**src/hdl/toap_pkg.sv**
```systemverilog
// Package for the TFTP option-acknowledge parser: word types, option codes,
// register indexes and the option name table.
// Depends on nothing; used by toap_parser and tftp_option_ack_parser_core.
`default_nettype none

package toap_pkg;

    typedef struct packed {
        logic [7:0] packet_byte;
        logic       final_byte;
    } in_word_t;

    typedef struct packed {
        logic [1:0]  option_kind;
        logic [30:0] option_value;
        logic        matches_request;
        logic        packet_end;
    } out_word_t;

    typedef struct packed {
        logic [15:0] requested_block_size;
        logic [7:0]  timeout_request;
        logic [30:0] transfer_size;
    } cfg_regs_t;

    typedef struct packed {
        logic      valid;
        out_word_t word;
    } result_t;

    typedef enum logic [2:0] {
        PH_OPCODE = 3'b001,
        PH_NAME   = 3'b010,
        PH_VALUE  = 3'b100
    } phase_t;

    localparam logic [1:0] OPT_BLKSIZE = 2'd0;
    localparam logic [1:0] OPT_TIMEOUT = 2'd1;
    localparam logic [1:0] OPT_TSIZE   = 2'd2;
    localparam logic [1:0] OPT_NONE    = 2'd3;

    localparam int unsigned CFG_INDEX_BITS = 2;
    localparam logic [CFG_INDEX_BITS-1:0] CFG_BLKSIZE = 2'd0;
    localparam logic [CFG_INDEX_BITS-1:0] CFG_TIMEOUT = 2'd1;
    localparam logic [CFG_INDEX_BITS-1:0] CFG_TSIZE   = 2'd2;

    localparam int unsigned CFG_DATA_BITS = 31;
    localparam int unsigned NUM_CAND      = 3;

    localparam logic [2:0]  ALL_LIVE     = 3'b111;
    localparam logic [15:0] BLKSIZE_RST  = 16'd512;

    localparam logic [63:0] CAND_TEXT [NUM_CAND] = '{
        {"blksize", 8'h00},
        {"timeout", 8'h00},
        {"tsize",   24'h000000}
    };

    localparam logic [3:0] CAND_LEN [NUM_CAND] = '{4'd7, 4'd7, 4'd5};

    function automatic logic [7:0] cand_char(input logic [1:0] idx, input logic [2:0] pos);
        logic [63:0] text;
        begin
            text = CAND_TEXT[idx];
            cand_char = text[8*(7-pos) +: 8];
        end
    endfunction

endpackage

`default_nettype wire

```
**src/hdl/toap_parser.sv**
```systemverilog
// Parse state of the option-acknowledge parser: opcode skip, name match and
// decimal value accumulation, one packet byte per step.
// Depends on toap_pkg.
`default_nettype none

module toap_parser #(
    parameter int unsigned VALUE_BITS = 31
) (
    input  wire logic               aclk,
    input  wire logic               aresetn,
    input  wire logic               step_en,
    input  wire toap_pkg::in_word_t word_in,
    input  wire toap_pkg::cfg_regs_t cfg,
    output toap_pkg::result_t       res
);

    localparam int unsigned WIDE_BITS = VALUE_BITS + 4;

    toap_pkg::phase_t       phase_reg, phase_next;
    logic                   opcode_seen_reg, opcode_seen_next;
    logic [3:0]             pos_reg, pos_next;
    logic [2:0]             cand_reg, cand_next;
    logic [VALUE_BITS-1:0]  acc_reg, acc_next;
    logic                   stopped_reg, stopped_next;
    logic [1:0]             option_reg, option_next;

    logic                   byte_zero;
    logic                   is_digit;
    logic [WIDE_BITS-1:0]   acc_wide;
    logic [WIDE_BITS-1:0]   acc_sum;
    logic [VALUE_BITS-1:0]  acc_sat;
    logic [VALUE_BITS-1:0]  acc_upd;
    logic [2:0]             cand_ok;
    logic [1:0]             name_option;
    logic [31:0]            req_value;
    logic                   match;
    logic                   emit;
    logic                   emit_end;

    always_comb begin
        byte_zero = (word_in.packet_byte == 8'h00);
        is_digit  = (word_in.packet_byte >= 8'h30) && (word_in.packet_byte <= 8'h39);
        acc_wide  = WIDE_BITS'(acc_reg);
        acc_sum   = (acc_wide << 3) + (acc_wide << 1)
                  + WIDE_BITS'(word_in.packet_byte[3:0]);
        acc_sat   = (acc_sum[WIDE_BITS-1:VALUE_BITS] != '0) ? {VALUE_BITS{1'b1}}
                                                             : acc_sum[VALUE_BITS-1:0];
        acc_upd   = (!byte_zero && !stopped_reg && is_digit) ? acc_sat : acc_reg;

        for (int i = 0; i < toap_pkg::NUM_CAND; i++) begin
            cand_ok[i] = (pos_reg < toap_pkg::CAND_LEN[i])
                      && (toap_pkg::cand_char(2'(i), pos_reg[2:0]) == word_in.packet_byte);
        end

        name_option = toap_pkg::OPT_NONE;
        for (int i = toap_pkg::NUM_CAND - 1; i >= 0; i--) begin
            if (cand_reg[i] && (pos_reg == toap_pkg::CAND_LEN[i])) begin
                name_option = 2'(i);
            end
        end

        case (option_reg)
            toap_pkg::OPT_BLKSIZE: req_value = 32'(cfg.requested_block_size);
            toap_pkg::OPT_TIMEOUT: req_value = 32'(cfg.timeout_request);
            default:               req_value = 32'(cfg.transfer_size);
        endcase
        match = (32'(acc_upd) == req_value);
    end

    always_comb begin
        phase_next       = phase_reg;
        opcode_seen_next = opcode_seen_reg;
        pos_next         = pos_reg;
        cand_next        = cand_reg;
        acc_next         = acc_reg;
        stopped_next     = stopped_reg;
        option_next      = option_reg;
        emit             = 1'b0;
        emit_end         = 1'b0;

        case (phase_reg)
            toap_pkg::PH_OPCODE: begin
                if (!opcode_seen_reg) begin
                    opcode_seen_next = 1'b1;
                end else begin
                    phase_next   = toap_pkg::PH_NAME;
                    pos_next     = '0;
                    cand_next    = toap_pkg::ALL_LIVE;
                    acc_next     = '0;
                    stopped_next = 1'b0;
                    option_next  = toap_pkg::OPT_NONE;
                end
            end
            toap_pkg::PH_NAME: begin
                if (byte_zero) begin
                    phase_next   = toap_pkg::PH_VALUE;
                    option_next  = name_option;
                    acc_next     = '0;
                    stopped_next = 1'b0;
                end else begin
                    cand_next = cand_reg & cand_ok;
                    pos_next  = (pos_reg == 4'hF) ? pos_reg : pos_reg + 4'd1;
                end
            end
            toap_pkg::PH_VALUE: begin
                if (byte_zero) begin
                    emit         = (option_reg != toap_pkg::OPT_NONE);
                    emit_end     = word_in.final_byte;
                    phase_next   = toap_pkg::PH_NAME;
                    pos_next     = '0;
                    cand_next    = toap_pkg::ALL_LIVE;
                    acc_next     = '0;
                    stopped_next = 1'b0;
                    option_next  = toap_pkg::OPT_NONE;
                end else begin
                    acc_next     = acc_upd;
                    stopped_next = stopped_reg | ~is_digit;
                    emit         = word_in.final_byte && (option_reg != toap_pkg::OPT_NONE);
                    emit_end     = 1'b1;
                end
            end
            default: begin
                phase_next       = toap_pkg::PH_OPCODE;
                opcode_seen_next = 1'b0;
            end
        endcase

        if (word_in.final_byte) begin
            phase_next       = toap_pkg::PH_OPCODE;
            opcode_seen_next = 1'b0;
            pos_next         = '0;
            cand_next        = toap_pkg::ALL_LIVE;
            acc_next         = '0;
            stopped_next     = 1'b0;
            option_next      = toap_pkg::OPT_NONE;
        end

        res.valid = emit || word_in.final_byte;
        if (emit) begin
            res.word.option_kind     = option_reg;
            res.word.option_value    = 31'(acc_upd);
            res.word.matches_request = match;
            res.word.packet_end      = emit_end;
        end else begin
            res.word.option_kind     = toap_pkg::OPT_NONE;
            res.word.option_value    = '0;
            res.word.matches_request = 1'b0;
            res.word.packet_end      = 1'b1;
        end
    end

    always_ff @(posedge aclk) begin
        if (!aresetn) begin
            phase_reg       <= toap_pkg::PH_OPCODE;
            opcode_seen_reg <= 1'b0;
            pos_reg         <= '0;
            cand_reg        <= toap_pkg::ALL_LIVE;
            acc_reg         <= '0;
            stopped_reg     <= 1'b0;
            option_reg      <= toap_pkg::OPT_NONE;
        end else if (step_en) begin
            phase_reg       <= phase_next;
            opcode_seen_reg <= opcode_seen_next;
            pos_reg         <= pos_next;
            cand_reg        <= cand_next;
            acc_reg         <= acc_next;
            stopped_reg     <= stopped_next;
            option_reg      <= option_next;
        end
    end

endmodule

`default_nettype wire

```
**src/hdl/tftp_option_ack_parser_core.sv**
```systemverilog
// Top level of the TFTP option-acknowledge parser: input register, configuration
// registers, parser step and result register. Depends on toap_pkg, toap_parser.
// A byte accepted into the input register is stepped through the parser, and any result
// word it gives is loaded into the result register, which drives m_data.
// Throughput: one byte per cycle; s_ready falls only while both registers are full
// and m_ready is low.
// Reset (aresetn low, synchronous): parser back to opcode skip, both registers empty,
// block size 512, timeout 0, transfer size 0.
`default_nettype none

module tftp_option_ack_parser_core #(
    parameter int unsigned VALUE_BITS = 31
) (
    input  wire logic                                   aclk,
    input  wire logic                                   aresetn,
    input  wire logic                                   s_valid,
    output logic                                        s_ready,
    input  wire toap_pkg::in_word_t                     s_data,
    output logic                                        m_valid,
    input  wire logic                                   m_ready,
    output toap_pkg::out_word_t                         m_data,
    input  wire logic                                   cfg_valid,
    output logic                                        cfg_ready,
    input  wire logic [toap_pkg::CFG_INDEX_BITS-1:0]    cfg_index,
    input  wire logic [toap_pkg::CFG_DATA_BITS-1:0]     cfg_data
);

    logic                 in_valid_reg, in_valid_next;
    toap_pkg::in_word_t   in_word_reg;
    logic                 m_valid_reg, m_valid_next;
    toap_pkg::out_word_t  m_word_reg;
    toap_pkg::cfg_regs_t  cfg_reg;
    toap_pkg::result_t    res;
    logic                 advance;
    logic                 step;
    logic                 s_fire;

    assign advance   = !m_valid_reg || m_ready;
    assign step      = in_valid_reg && advance;
    assign s_ready   = !in_valid_reg || advance;
    assign s_fire    = s_valid && s_ready;
    assign cfg_ready = 1'b1;
    assign m_valid   = m_valid_reg;
    assign m_data    = m_word_reg;

    toap_parser #(
        .VALUE_BITS (VALUE_BITS)
    ) u_parser (
        .aclk    (aclk),
        .aresetn (aresetn),
        .step_en (step),
        .word_in (in_word_reg),
        .cfg     (cfg_reg),
        .res     (res)
    );

    always_comb begin
        in_valid_next = in_valid_reg;
        if (s_fire) begin
            in_valid_next = 1'b1;
        end else if (step) begin
            in_valid_next = 1'b0;
        end
        m_valid_next = m_valid_reg;
        if (advance) begin
            m_valid_next = step && res.valid;
        end
    end

    always_ff @(posedge aclk) begin
        if (!aresetn) begin
            in_valid_reg <= 1'b0;
            m_valid_reg  <= 1'b0;
        end else begin
            in_valid_reg <= in_valid_next;
            m_valid_reg  <= m_valid_next;
        end
    end

    always_ff @(posedge aclk) begin
        if (s_fire) begin
            in_word_reg <= s_data;
        end
        if (step && res.valid) begin
            m_word_reg <= res.word;
        end
    end

    always_ff @(posedge aclk) begin
        if (!aresetn) begin
            cfg_reg.requested_block_size <= toap_pkg::BLKSIZE_RST;
            cfg_reg.timeout_request      <= '0;
            cfg_reg.transfer_size        <= '0;
        end else if (cfg_valid && cfg_ready) begin
            case (cfg_index)
                toap_pkg::CFG_BLKSIZE: cfg_reg.requested_block_size <= cfg_data[15:0];
                toap_pkg::CFG_TIMEOUT: cfg_reg.timeout_request      <= cfg_data[7:0];
                toap_pkg::CFG_TSIZE:   cfg_reg.transfer_size        <= cfg_data;
                default: ;
            endcase
        end
    end

    a_final_gives_word: assert property (@(posedge aclk) disable iff (!aresetn)
        step && in_word_reg.final_byte |=> m_valid_reg && m_word_reg.packet_end)
        else $error("final byte produced no end word");

    a_rise_after_step: assert property (@(posedge aclk) disable iff (!aresetn)
        $rose(m_valid_reg) |-> $past(step))
        else $error("result word appeared without a parser step");

    a_mid_packet_kind: assert property (@(posedge aclk) disable iff (!aresetn)
        m_valid_reg && !m_word_reg.packet_end |-> m_word_reg.option_kind != toap_pkg::OPT_NONE)
        else $error("end marker without packet end");

    a_marker_clean: assert property (@(posedge aclk) disable iff (!aresetn)
        m_valid_reg && (m_word_reg.option_kind == toap_pkg::OPT_NONE)
        |-> (m_word_reg.option_value == '0) && !m_word_reg.matches_request)
        else $error("end marker carries a value");

    a_input_held: assert property (@(posedge aclk) disable iff (!aresetn)
        in_valid_reg && !advance |=> in_valid_reg && $stable(in_word_reg))
        else $error("stalled input word lost");

endmodule

`default_nettype wire

```
**config.mk**
```make
export PLATFORM = sky130hd
export DESIGN_NAME = tftp_option_ack_parser_core
export DESIGN_NICKNAME = d
export VERILOG_FILES = /design/src/hdl/toap_pkg.sv /design/src/hdl/toap_parser.sv /design/src/hdl/tftp_option_ack_parser_core.sv
export SDC_FILE = /design/constraint.sdc
export NUM_CORES = 1
export LEC_CHECK = 0
export ABC_CLOCK_PERIOD_IN_PS = 6790
export BUFFER_PORTS_ARGS = -buffer_cell sky130_fd_sc_hd__buf_2
export CORE_UTILIZATION = 55
export DETAILED_ROUTE_END_ITERATION = 10
export PLACE_DENSITY = 0.77
export SKIP_CTS_REPAIR_TIMING = 1
export SLEW_MARGIN = 20
export SYNTH_ARGS = -nofsm -noshare
export SYNTH_HDL_FRONTEND = slang
export SYNTH_SLANG_ARGS = --single-unit
```
**constraint.sdc**
```tcl
create_clock -name aclk -period 6.79 [get_ports aclk]
set_input_delay 0.3395 -clock aclk [delete_from_list [all_inputs] [get_ports aclk]]
set_output_delay 0.3395 -clock aclk [all_outputs]
set_load 0.005 [all_outputs]
```
==> results.md <==
* HP Class: primary input to flop
* DPL Wire Length at 19.4 mm
* FF+latch area at roughly 3400 um2
* DP Cell Count at between 1k and 1.5k
* Max_slew headroom at 22.8%
* Synthesized netlist cell count at around 1.2k
* Gr usage total at between 20% and 30%
* Asr flop ratio synth at 0%
* Adder-Cell Fraction of Synth Area at 9.09%
* Status: finished clean
* Drt total wl at 26.8 mm
* CP required at around 7100 ps
* Max_cap viols at 0
* Maximum fanout along the worst path at between 50 and 60
* Global-route wire length before repair at roughly 42 mm
* Placer Congestion at 0.969
* Total core area at roughly 17000 um2
* Combinational family with the most area after synthesis: compound AO/OA/AOI/OAI gates
* Setup-failing EPs final at 0
* Site row count at 48
* Total power at between 2 and 2.5 mW
* Drt via density at approximately 6.3
* Final Util at a little over three fifths
* Unrepaired setup endpoints after global routing: no
* Setup TNS at 0 ps
* Post-synthesis mux area share at 2.42%
* Area of the multi-input gates at slightly above 6000 um2
* Post-route ant nets at 0
* Gate power share at 7.7%
* Net Sw Frac at 24.5%
* Ports at 85
* Layout cells sized above 1 at 13.3%
* Clock period minus worst slack at approximately 5300 ps
* CTS tree: yes
* Overflow after GRT at 0
* Critical path arrival at approximately 5600 ps
* Netlist cell types at 88
* Area grow syn2layout at 11.1%
* Synth Net Count at 1276
* Nets at ~1.3k
* H-tree level count at 4
* NetSw at between 500 and 600 uW
* Worst setup EP type: flop
* Most area-hungry cell type in the Yosys netlist: dfxtp_1
* Area share of the largest cell type after synthesis at between 20% and 30%
* Routed WL per cell at between 15 and 20 um
* Number of flops mapped to enable cells by yosys at 44
* Largest cells by area after synthesis: dfxtp_1 21%, edfxtp_1 13%, ha_1 8.7%
* Routed vias at 9068
* Power Internal at 1.58 mW
* Crit path kind: flop to flop
* Worst-Skew Late Latency at 430 ps
* Post-synthesis sequential area ratio at 33.9%
* Setup crit start kind: flop
* Main synth FF type: dfxtp_1
* Seq pwr share at between 40% and 50%
* Filler cells at between 1.5k and 2k
* Part of the cycle the worst path needs at roughly four fifths
* Synth Register Bits at 146
* Mapped cell area at 9930 um2
* Largest register FFs at 55
* Largest net degree at the start of global routing at just under 100
* Final slew viol count at 0
* Die ar. at about 19000 um2
* Clock power share at between 40% and 50%
* Layout Cells excl Fill at ~1.4k
* Initial core utilization at a little under three fifths
* Power density over the cells at between 150 and 200 nW/um2
* Die H at 136 um
* Syn Area/Cell at 8.58 um2
* Clock transition at path regs at 70 ps
* Synth Area in Compound Gates at a little over a quarter
* Ys Warns at 0
* Simple-gate share of the synthesized area at 19.2%
* Worst setup margin at 1480 ps
* Pre-antenna DRT Iters at 5
* Peak supply drop at about 0.17 mV
* Max Freq at 0.188 GHz
* Setup Slack @ Placement at around 1600 ps
* Number of global-route vias before repair at between 8k and 9k
* Layout Skew at roughly 12 ps
* CTS Buffer Depth at 2
* Num CTS Buffers at 17
* Leakage at 4.51 nW
* Worst slew pin tran at ~1200 ps
* Antenna violations before repair at 0
* Final Hold Viols at 0
* # diodes at 0
* CTS Sinks at 146
* Residual DRC at 0
* Number of I/O port buffers at 83
* Iteration-0 DRC Markers at 790
* Xor/xnor cell area share of the yosys netlist at 5.01%
* Root Driver: clkbuf_16
* Die Width at between 100 and 150 um
synthesized netlist by cell type (all sizes together) (9+ instances only):
master and n:
nand2 148, dfxtp 102, o21ai 82, a21oi 81
ha 69, nor2 61, clkbuf 58, a21boi 48
edfxtp 44, xnor2 34, nor3 26, and2 24
inv 24, mux2i 24, nor2b 23, xor2 22
nand3 21, o22ai 20, a21o 19, buf 16
nand2b 13, a211oi 12, nand4 12, o211ai 12
o221a 12, nor4 10, or3 9
path summary, 6_finish.rpt:
path | from | endpoint | slack, ps | cells past startpoint
setup / recovery | in_word_reg[4] | m_data[1] | 1480 | 14
hold / removal | s_data[2] | in_word_reg[2] | 80 | 1
setup reg to reg | in_word_reg[4] | m_data[1] | 1480 | 14
hold reg to reg | cfg_reg[48] | cfg_reg[48] | 470 | 2
metrics by stage:
stage	hold WS (ps)	instance area (um2)
after detailed placement	459	10400
after floorplan	432	9930
after CTS	73.2	11000
final	82.6	11000
after global routing	72.2	11000
after global placement	452	10400
layer usage:
metal,global-route usage [%],share of wire [%]
met5,0,0
met1,36.9,42
met3,4.88,6.0
met4,15.2,4.6
met2,47.7,47
cell type report:
cell class	count	share of cell area, %
multi-input cells	914	56.2
inverters	24	0.816
clock buffers	21	4.38
repair buffers	91	4.31
well taps	225	2.55
flip-flops and latches	146	30.5
clock inverters	11	1.22
kinds of logic (layout without fill, tap and decap cells):
family                   count (synthesis)  in the layout
XOR/XNOR                                56             56
other                                    1              1
multiplexers                            24             24
flip-flops                             146            146
AO/OA/AOI/OAI                          378            378
AND/OR/NAND/NOR                        384            384
adder cells (fa/ha/maj)                 71             71
buffers and inverters                   98            147
power groups by stage:
stage / Sequential (mW) / Combinational (mW) / Clock, mW
2_1_floorplan: 0.949 / 0.115 / 0
3_3_place_gp: 0.957 / 0.155 / 0
3_5_place_dp: 0.958 / 0.157 / 0
4_1_cts: 0.939 / 0.159 / 0.993
5_1_grt: 0.942 / 0.176 / 1.03
6_report: 0.939 / 0.161 / 0.993
critical path: stages (launching register included):
cell       delay (ps)
edfxtp_1          530
fa_1              590
fa_1              520
a211oi_2          250
o21ai_2           140
a41oi_2           310
o41ai_2           140
or3_1             330
a221o_1           440
a211o_4           550
o22ai_1           340
o211ai_1          130
nor4bb_1          150
a2111oi_0         450
nor4b_2           260
placed cells by master, fill, tap and decap left out, types with 9 or more instances in the layout:
cell,netlist,layout
a21oi_1,79,78
dfxtp_1,102,102
nor2_1,61,61
nor3_1,26,26
o22ai_1,19,19
a21boi_0,48,48
ha_1,69,69
a21o_1,19,19
o21ai_0,78,78
a211oi_1,9,9
edfxtp_1,44,44
nand2_1,147,147
inv_1,24,24
clkbuf_16,0,19
o211ai_1,12,12
nor2b_1,23,23
mux2i_1,24,24
nand4_1,12,12
and2_1,24,24
buf_2,8,83
xnor2_1,33,33
o221a_2,12,12
xor2_1,22,22
nand2b_1,13,13
nand3_1,21,21
Power figures use the tool's default switching activity.
